[src/rtl/assert_macros.svh]
`ifndef ASSERT_MACROS_SVH
`define ASSERT_MACROS_SVH

// same-cycle implication, sampled on clk, off while in reset
`define ASSERT_SAME(label, ante, cons, msg) \
    label: assert property (@(posedge clk) disable iff (!rst_n) (ante) |-> (cons)) \
        else $error(msg);

// next-cycle implication, sampled on clk, off while in reset
`define ASSERT_NEXT(label, ante, cons, msg) \
    label: assert property (@(posedge clk) disable iff (!rst_n) (ante) |=> (cons)) \
        else $error(msg);

`endif

[src/rtl/svd_pkg.sv]
package svd_pkg;

    localparam int VALUE_W = 64;
    localparam int SHIFT_W = 7;

    localparam logic [SHIFT_W-1:0] FIRST_SHIFT = 7'd6;
    localparam logic [SHIFT_W-1:0] LAST_SHIFT  = 7'd62;
    localparam logic [SHIFT_W-1:0] SHIFT_STEP  = 7'd7;

    typedef enum logic [1:0] {
        ST_OK       = 2'd0,
        ST_NO_TERM  = 2'd1,
        ST_TOO_LONG = 2'd2,
        ST_OVERFLOW = 2'd3
    } status_t;

    typedef struct packed {
        logic [VALUE_W-1:0] value;
        status_t            status;
    } result_t;

endpackage

[src/rtl/svd_core.sv]
module svd_core (
    input  logic             clk,
    input  logic             rst_n,
    input  logic             in_fire,
    input  logic [7:0]       data_byte,
    input  logic             payload_end,
    output logic             res_valid,
    output svd_pkg::result_t res
);

    logic [svd_pkg::VALUE_W-1:0] acc_reg, acc_next;
    logic [svd_pkg::SHIFT_W-1:0] shift_reg, shift_next;
    logic                        neg_reg, neg_next;
    logic                        busy_reg, busy_next;

    logic [svd_pkg::VALUE_W-1:0] mag;
    logic [svd_pkg::VALUE_W-1:0] addend;
    logic                        neg;

    assign addend = {57'd0, data_byte[6:0]} << shift_reg[5:0];

    always_comb
    begin
        acc_next   = acc_reg;
        shift_next = shift_reg;
        neg_next   = neg_reg;
        busy_next  = busy_reg;
        res_valid  = 1'b0;
        res.value  = '0;
        res.status = svd_pkg::ST_OK;
        mag        = acc_reg;
        neg        = neg_reg;

        if (in_fire)
        begin
            // every result returns the state to its reset values
            acc_next   = '0;
            shift_next = svd_pkg::FIRST_SHIFT;
            neg_next   = 1'b0;
            busy_next  = 1'b0;

            if (busy_reg && shift_reg > svd_pkg::LAST_SHIFT)
            begin
                res_valid  = 1'b1;
                res.status = svd_pkg::ST_TOO_LONG;
            end
            else
            begin
                if (!busy_reg)
                begin
                    mag = {58'd0, data_byte[5:0]};
                    neg = data_byte[6];
                end
                else
                begin
                    mag = acc_reg | addend;
                end

                if (data_byte[7])
                begin
                    if (payload_end)
                    begin
                        res_valid  = 1'b1;
                        res.status = svd_pkg::ST_NO_TERM;
                    end
                    else
                    begin
                        acc_next   = mag;
                        neg_next   = neg;
                        busy_next  = 1'b1;
                        shift_next = busy_reg ? shift_reg + svd_pkg::SHIFT_STEP
                                              : svd_pkg::FIRST_SHIFT;
                    end
                end
                else if (mag[svd_pkg::VALUE_W-1])
                begin
                    res_valid  = 1'b1;
                    res.status = svd_pkg::ST_OVERFLOW;
                end
                else
                begin
                    res_valid  = 1'b1;
                    res.value  = neg ? (~mag + 64'd1) : mag;
                end
            end
        end
    end

    always_ff @(posedge clk or negedge rst_n)
    begin
        if (!rst_n)
        begin
            acc_reg   <= '0;
            shift_reg <= svd_pkg::FIRST_SHIFT;
            neg_reg   <= 1'b0;
            busy_reg  <= 1'b0;
        end
        else
        begin
            acc_reg   <= acc_next;
            shift_reg <= shift_next;
            neg_reg   <= neg_next;
            busy_reg  <= busy_next;
        end
    end

endmodule

[src/rtl/svd_skid.sv]
module svd_skid (
    input  logic             clk,
    input  logic             rst_n,
    input  logic             in_valid,
    input  svd_pkg::result_t in_res,
    output logic             in_ready,
    output logic             out_valid,
    output svd_pkg::result_t out_res,
    input  logic             out_ready
);

    logic             out_valid_reg, out_valid_next;
    svd_pkg::result_t out_res_reg, out_res_next;
    logic             skid_valid_reg, skid_valid_next;
    svd_pkg::result_t skid_res_reg, skid_res_next;

    always_comb
    begin
        out_valid_next  = out_valid_reg;
        out_res_next    = out_res_reg;
        skid_valid_next = skid_valid_reg;
        skid_res_next   = skid_res_reg;

        if (out_ready || !out_valid_reg)
        begin
            if (skid_valid_reg)
            begin
                out_valid_next  = 1'b1;
                out_res_next    = skid_res_reg;
                skid_valid_next = 1'b0;
            end
            else
            begin
                out_valid_next = in_valid;
                out_res_next   = in_res;
            end
        end
        else if (in_valid)
        begin
            // park the new transaction while the output stalls
            skid_valid_next = 1'b1;
            skid_res_next   = in_res;
        end
    end

    always_ff @(posedge clk or negedge rst_n)
    begin
        if (!rst_n)
        begin
            out_valid_reg  <= 1'b0;
            skid_valid_reg <= 1'b0;
        end
        else
        begin
            out_valid_reg  <= out_valid_next;
            skid_valid_reg <= skid_valid_next;
        end
    end

    always_ff @(posedge clk)
    begin
        out_res_reg  <= out_res_next;
        skid_res_reg <= skid_res_next;
    end

    assign in_ready  = !skid_valid_reg;
    assign out_valid = out_valid_reg;
    assign out_res   = out_res_reg;

endmodule

[src/rtl/signed_varint_stream_decoder_top.sv]
// channel | dir | handshake               | payload
// s_axis  | in  | s_axis_tvalid/tready    | tdata[7:0] data_byte, tlast payload_end
// m_axis  | out | m_axis_tvalid/tready    | tdata[63:0] decoded_value, tuser[1:0] status
//
// One byte accepted per cycle while s_axis_tready is high; a result is registered in the output stage.
// Decode is one shift-or, compare and negate between the state and output registers.
// Reset clears the accumulator and waits for a first byte; no output pending.
// A two-entry output stage keeps s_axis_tready high through a one-result stall;
// s_axis_tready drops only once both output entries hold results.
`include "assert_macros.svh"

module signed_varint_stream_decoder_top (
    input  logic        clk,
    input  logic        rst_n,
    input  logic        s_axis_tvalid,
    output logic        s_axis_tready,
    input  logic [7:0]  s_axis_tdata,   // [7:0] data_byte
    input  logic        s_axis_tlast,   // payload_end
    output logic        m_axis_tvalid,
    input  logic        m_axis_tready,
    output logic [63:0] m_axis_tdata,   // [63:0] decoded_value
    output logic [1:0]  m_axis_tuser    // [1:0] status
);

    logic             in_fire;
    logic             res_valid;
    svd_pkg::result_t res;
    svd_pkg::result_t out_res;

    assign in_fire = s_axis_tvalid && s_axis_tready;

    svd_core u_core (
        .clk         (clk),
        .rst_n       (rst_n),
        .in_fire     (in_fire),
        .data_byte   (s_axis_tdata),
        .payload_end (s_axis_tlast),
        .res_valid   (res_valid),
        .res         (res)
    );

    svd_skid u_skid (
        .clk       (clk),
        .rst_n     (rst_n),
        .in_valid  (res_valid),
        .in_res    (res),
        .in_ready  (s_axis_tready),
        .out_valid (m_axis_tvalid),
        .out_res   (out_res),
        .out_ready (m_axis_tready)
    );

    assign m_axis_tdata = out_res.value;
    assign m_axis_tuser = out_res.status;

    `ASSERT_SAME(a_err_zero, m_axis_tvalid && m_axis_tuser != svd_pkg::ST_OK,
        m_axis_tdata == 64'd0, "error result carries a nonzero value")
    `ASSERT_SAME(a_no_min, m_axis_tvalid,
        m_axis_tdata != 64'h8000_0000_0000_0000, "result equals the int64 minimum")
    `ASSERT_SAME(a_stall_full, !s_axis_tready,
        m_axis_tvalid, "input held off with an empty output")
    `ASSERT_NEXT(a_stall_rise, s_axis_tready && m_axis_tvalid && !m_axis_tready && !res_valid,
        s_axis_tready, "input held off without a parked result")

endmodule

[config.mk]
export PLATFORM = sky130hd
export DESIGN_NAME = signed_varint_stream_decoder_top
export DESIGN_NICKNAME = d
export VERILOG_FILES = /design/src/rtl/svd_pkg.sv /design/src/rtl/svd_core.sv /design/src/rtl/svd_skid.sv /design/src/rtl/signed_varint_stream_decoder_top.sv
export VERILOG_INCLUDE_DIRS = /design/src /design/src/rtl
export SDC_FILE = /design/constraint.sdc
export NUM_CORES = 1
export LEC_CHECK = 0
export BUFFER_PORTS_ARGS = -buffer_cell sky130_fd_sc_hd__buf_4
export CORE_MARGIN = 5
export CORE_UTILIZATION = 61
export CTS_BUF_LIST = sky130_fd_sc_hd__clkbuf_8 sky130_fd_sc_hd__clkbuf_16
export CTS_CLUSTER_DIAMETER = 80
export DETAILED_ROUTE_END_ITERATION = 6
export GPL_ROUTABILITY_DRIVEN = 0
export GPL_TIMING_DRIVEN = 0
export PLACE_DENSITY_LB_ADDON = 0.25
export SETUP_SLACK_MARGIN = 0.2
export SLEW_MARGIN = 20
export SYNTH_ARGS = -nofsm -noshare
export SYNTH_HDL_FRONTEND = slang
export SYNTH_HIERARCHICAL = 1
export SYNTH_SLANG_ARGS = --single-unit
[constraint.sdc]
create_clock -name clk -period 6.04 [get_ports clk]
set_clock_uncertainty 0.05 [all_clocks]
set_input_delay 1.208 -clock clk [delete_from_list [all_inputs] [get_ports clk]]
set_output_delay 1.208 -clock clk [all_outputs]
set_load 0.005 [all_outputs]
==> summary.md <==
| Metric | Value |
|---|---|
| Status | `complete, but fails checks` |
| Failing checks | `design-rule violations` |
| Power per cell area | `between 200 and 300 nW/µm²` |
| Die area | `approximately 22000 µm²` |
| H-tree depth | `1` |
| Adder-cell share of the synthesized area | `0.00209` |
| Setup Fix Bufs, Post-CTS | `0` |
| Filler Cells Inserted | `between 1000 and 1500` |
| Worst setup path class | `input port to register` |
| Largest cells by area after synthesis | `edfxtp_1 (33%), dfrtp_1 (15%), nor2_1 (5.6%)` |
| Core area | `19400 µm²` |
| Syn Nets | `about 1200` |
| WP data arrival | `approximately 6.0 ns` |
| RSZ-0062 raised after global routing | `false` |
| Post-layout minimum cycle time | `roughly 5.6 ns` |
| Worst min path class | `register to register` |
| R2R depth | `11` |
| CTS Root Buffer Type | `clkbuf_16` |
| Largest family of logic cells by synthesized area | `compound AO/OA/AOI/OAI gates` |
| Largest area contributor in the netlist | `edfxtp_1` |
| Max-slew violations | `0` |
| Placed wire-length estimate | `~27000 µm` |
| Ys async rst share | `0.362` |
| DR iter-0 viols | `1943` |
| Cell Rows | `between 50 and 60` |
| Top-area cell type share of the netlist area | `0.332` |
| Post-synthesis sequential area ratio | `0.489` |
| Peak Freq | `roughly 0.18 GHz` |
| Reg2Reg Capture Point | `u_skid/out_res[48]` |
| DP Area | `between 10000 and 15000 µm²` |
| Die H | `around 150 µm` |
| Ys flop type | `edfxtp_1` |
| Hold Fails Final Rpt | `0` |
| Synth Register Bits | `207` |
| Max-Cap Viols | `0` |
| Number of global-route vias before repair | `10204` |
| Ports | `81` |
| Crit end category | `register` |
| Mux contribution to synthesized area | `0.101` |
| DIE WIDTH | `roughly 150 µm` |
| Worst-Skew Late Latency | `0.52 ns` |
| Post-Synth XOR/XNOR Area | `0.0278` |
| Worst-path fanout max | `7` |
| First-pass GRT wire length | `approximately 58000 µm` |
| Detailed Routing Iterations Pass 1 | `7` |
| Reg power frac | `0.437` |
| CTS buffer count | `22` |
| IR drop worst, VDD | `between 0.00015 and 0.0002 V` |
| EDFF count, synth | `around 130` |
| Internal power | `2.74 mW` |
| Final worst path period share | `0.931` |
| Grt total ovfl | `0` |
| Slew HR | `0.114` |
| Synth Area in Simple Gates | `0.166` |
| Library cells used by synthesis | `84` |
| Synth Cell Area | `12000 µm²` |
| R2r startpoint | `u_core/shift_reg[1]` |
| Ant. Diodes | `0` |
| Reg clk slew, reported paths | `0.06 ns` |
| Antenna Nets Post-Route | `0` |
| Final net count | `1314` |
| Switching part of the total | `0.272` |
| Vias | `10843` |
| Fin area | `approximately 14000 µm²` |
| Pin count of the biggest net entering global routing | `76` |
| Switch Pwr | `slightly above 1 mW` |
| Synth cell count leaders | `nor2_1 (177), edfxtp_1 (132), a21oi_1 (116)` |
| Setup crit start kind | `input port` |
| Maximum clock path buffer count | `3` |
| Syn-to-layout area delta | `15.0%` |
| Req. time, crit path | `about 6.4 ns` |
| Mapped Cells | `about 1200` |
| Logic pwr share | `0.186` |
| Post-Route WL | `38200 µm` |
| Hold Crit Start | `u_core/acc_reg[2]` |
| Count leader, synth | `nor2_1` |
| Post-CTS resize count | `0` |
| Pleak | `5.58 nW` |
| Starting Density | `0.616` |
| CTS sink count | `between 200 and 250` |
| Clock Power Share | `0.377` |
| Worst hold path endpoint | `u_core/acc_reg[2]` |
| Layout cells sized above 1 | `0.187` |
| Util after Layout | `0.709` |
| Reg2reg setup slack | `approximately 0.46 ns` |
| Mapped Avg Cell Area | `about 10 µm²` |
| Avg WL per Cell | `around 24 µm` |
| Setup TNS | `0 ns` |
| Vias/cell | `around 6.9` |
| Compound-Gate Fraction of Synth Area | `0.179` |
| Global-route usage over all layers | `0.336` |
| Worst-margin pin slew | `1.33 ns` |
| Yosys warnings | `6` |
| Cts hold-fix bufs | `0` |
| Setup violations, final | `0` |
| DRC Markers | `65` |
| Hold path depth | `1` |
| Antenna violations before repair | `0` |
| Port Buffer Count | `between 70 and 80` |
| CTS tree | `built` |
-- worst max-delay path: stages --
cell and delay [ns]:
buf_4 0.13, mux2i_1 0.45, o32ai_1 0.37, a21boi_1 0.76, a31oi_1 0.40, o41ai_2 0.58, nand4_1 0.48, or3_4 0.54
or4_1 0.53, a31oi_1 0.29, mux2_4 0.21
-- layer usage --
| metal | global-route usage | vias up | part of all wire |
|---|---|---|---|
| li1 | - | 4653 | - |
| met1 | 0.435 | 5035 | 0.35 |
| met2 | 0.506 | 898 | 0.43 |
| met3 | 0.0972 | 257 | 0.14 |
| met4 | 0.194 | 0 | 0.077 |
| met5 | 0 | - | 0 |
-- worst max path at each step --
stage	cells past startpoint	to	startpoint
after CTS	11	u_skid/out_res[48]	s_axis_tdata[2]
after global placement	7	u_skid/skid_res_reg[19]	s_axis_tvalid
after detailed placement	11	u_skid/out_res[48]	s_axis_tdata[2]
after floorplan	2	u_skid/skid_res_reg[0]	m_axis_tready
final	11	u_skid/out_res[48]	s_axis_tdata[2]
after global routing	12	u_skid/out_res[47]	s_axis_tdata[2]
-- layout make-up --
class | count | area (µm²) | area share
sequential | 207 | 5840 | 0.425
multi-input combinational | 886 | 5700 | 0.415
timing repair buffer | 83 | 688 | 0.0500
clock buffer | 23 | 576 | 0.0418
buffer | 76 | 344 | 0.0250
tap | 265 | 332 | 0.0241
clock inverter | 17 | 181 | 0.0132
inverter | 23 | 86.3 | 0.00628
-- placed cells by master, fill, tap and decap left out, types with 7 or more instances in the layout --
master and n:
clkbuf_1 49, mux2_4 22, nor2_1 176, nor4_1 9, buf_4 79, xor2_1 20, a21o_1 12, or2_2 11
a22oi_1 9, buf_2 11, edfxtp_1 132, buf_1 10, nand3_1 21, o221ai_1 7, o41ai_1 10, nand4_1 10
and3_1 8, o21ai_0 65, xnor2_1 18, clkbuf_16 23, a21oi_1 116, o22ai_1 11, dfrtp_1 73, nor3_1 24
nor2b_1 11, nand2b_1 15, nand2_1 78, and2_1 13, or3_1 10, a41oi_1 7, clkinv_1 7, inv_1 23
mux2_2 51, mux2i_1 18, a31oi_1 25, o31ai_1 9
-- kinds of logic (layout without fill, tap and decap cells) --
| group | count (synthesis) | after routing |
|---|---|---|
| xor+xnor | 38 | 38 |
| mux | 97 | 97 |
| compound gates | 332 | 332 |
| fa+ha+maj | 2 | 2 |
| flops | 207 | 207 |
| buf+inv | 99 | 222 |
| simple gates | 417 | 417 |
-- power groups by stage --
stage | registers [mW] | logic [mW] | clock network (mW)
5_1_grt | 1.65 | 0.728 | 1.51
6_report | 1.64 | 0.700 | 1.42
3_5_place_dp | 1.67 | 0.664 | 0
4_1_cts | 1.65 | 0.670 | 1.43
3_3_place_gp | 1.67 | 0.640 | 0
2_1_floorplan | 1.68 | 0.372 | 0
-- through the flow --
| step | hold WS [ns] | std cells | setup WS (ns) | power, mW |
|---|---|---|---|---|
| 2_1_floorplan | 0.401 | 1192 | 0.447 | 2.05 |
| 3_3_place_gp | 0.421 | 1536 | -1.01 | 2.31 |
| 3_5_place_dp | 0.430 | 1539 | 0.271 | 2.34 |
| 4_1_cts | 0.447 | 1579 | 0.769 | 3.75 |
| 5_1_grt | 0.463 | 1580 | 0.376 | 3.89 |
| 6_report | 0.455 | 1580 | 0.414 | 3.76 |
Note: power is estimated with default switching activity, not from simulation.
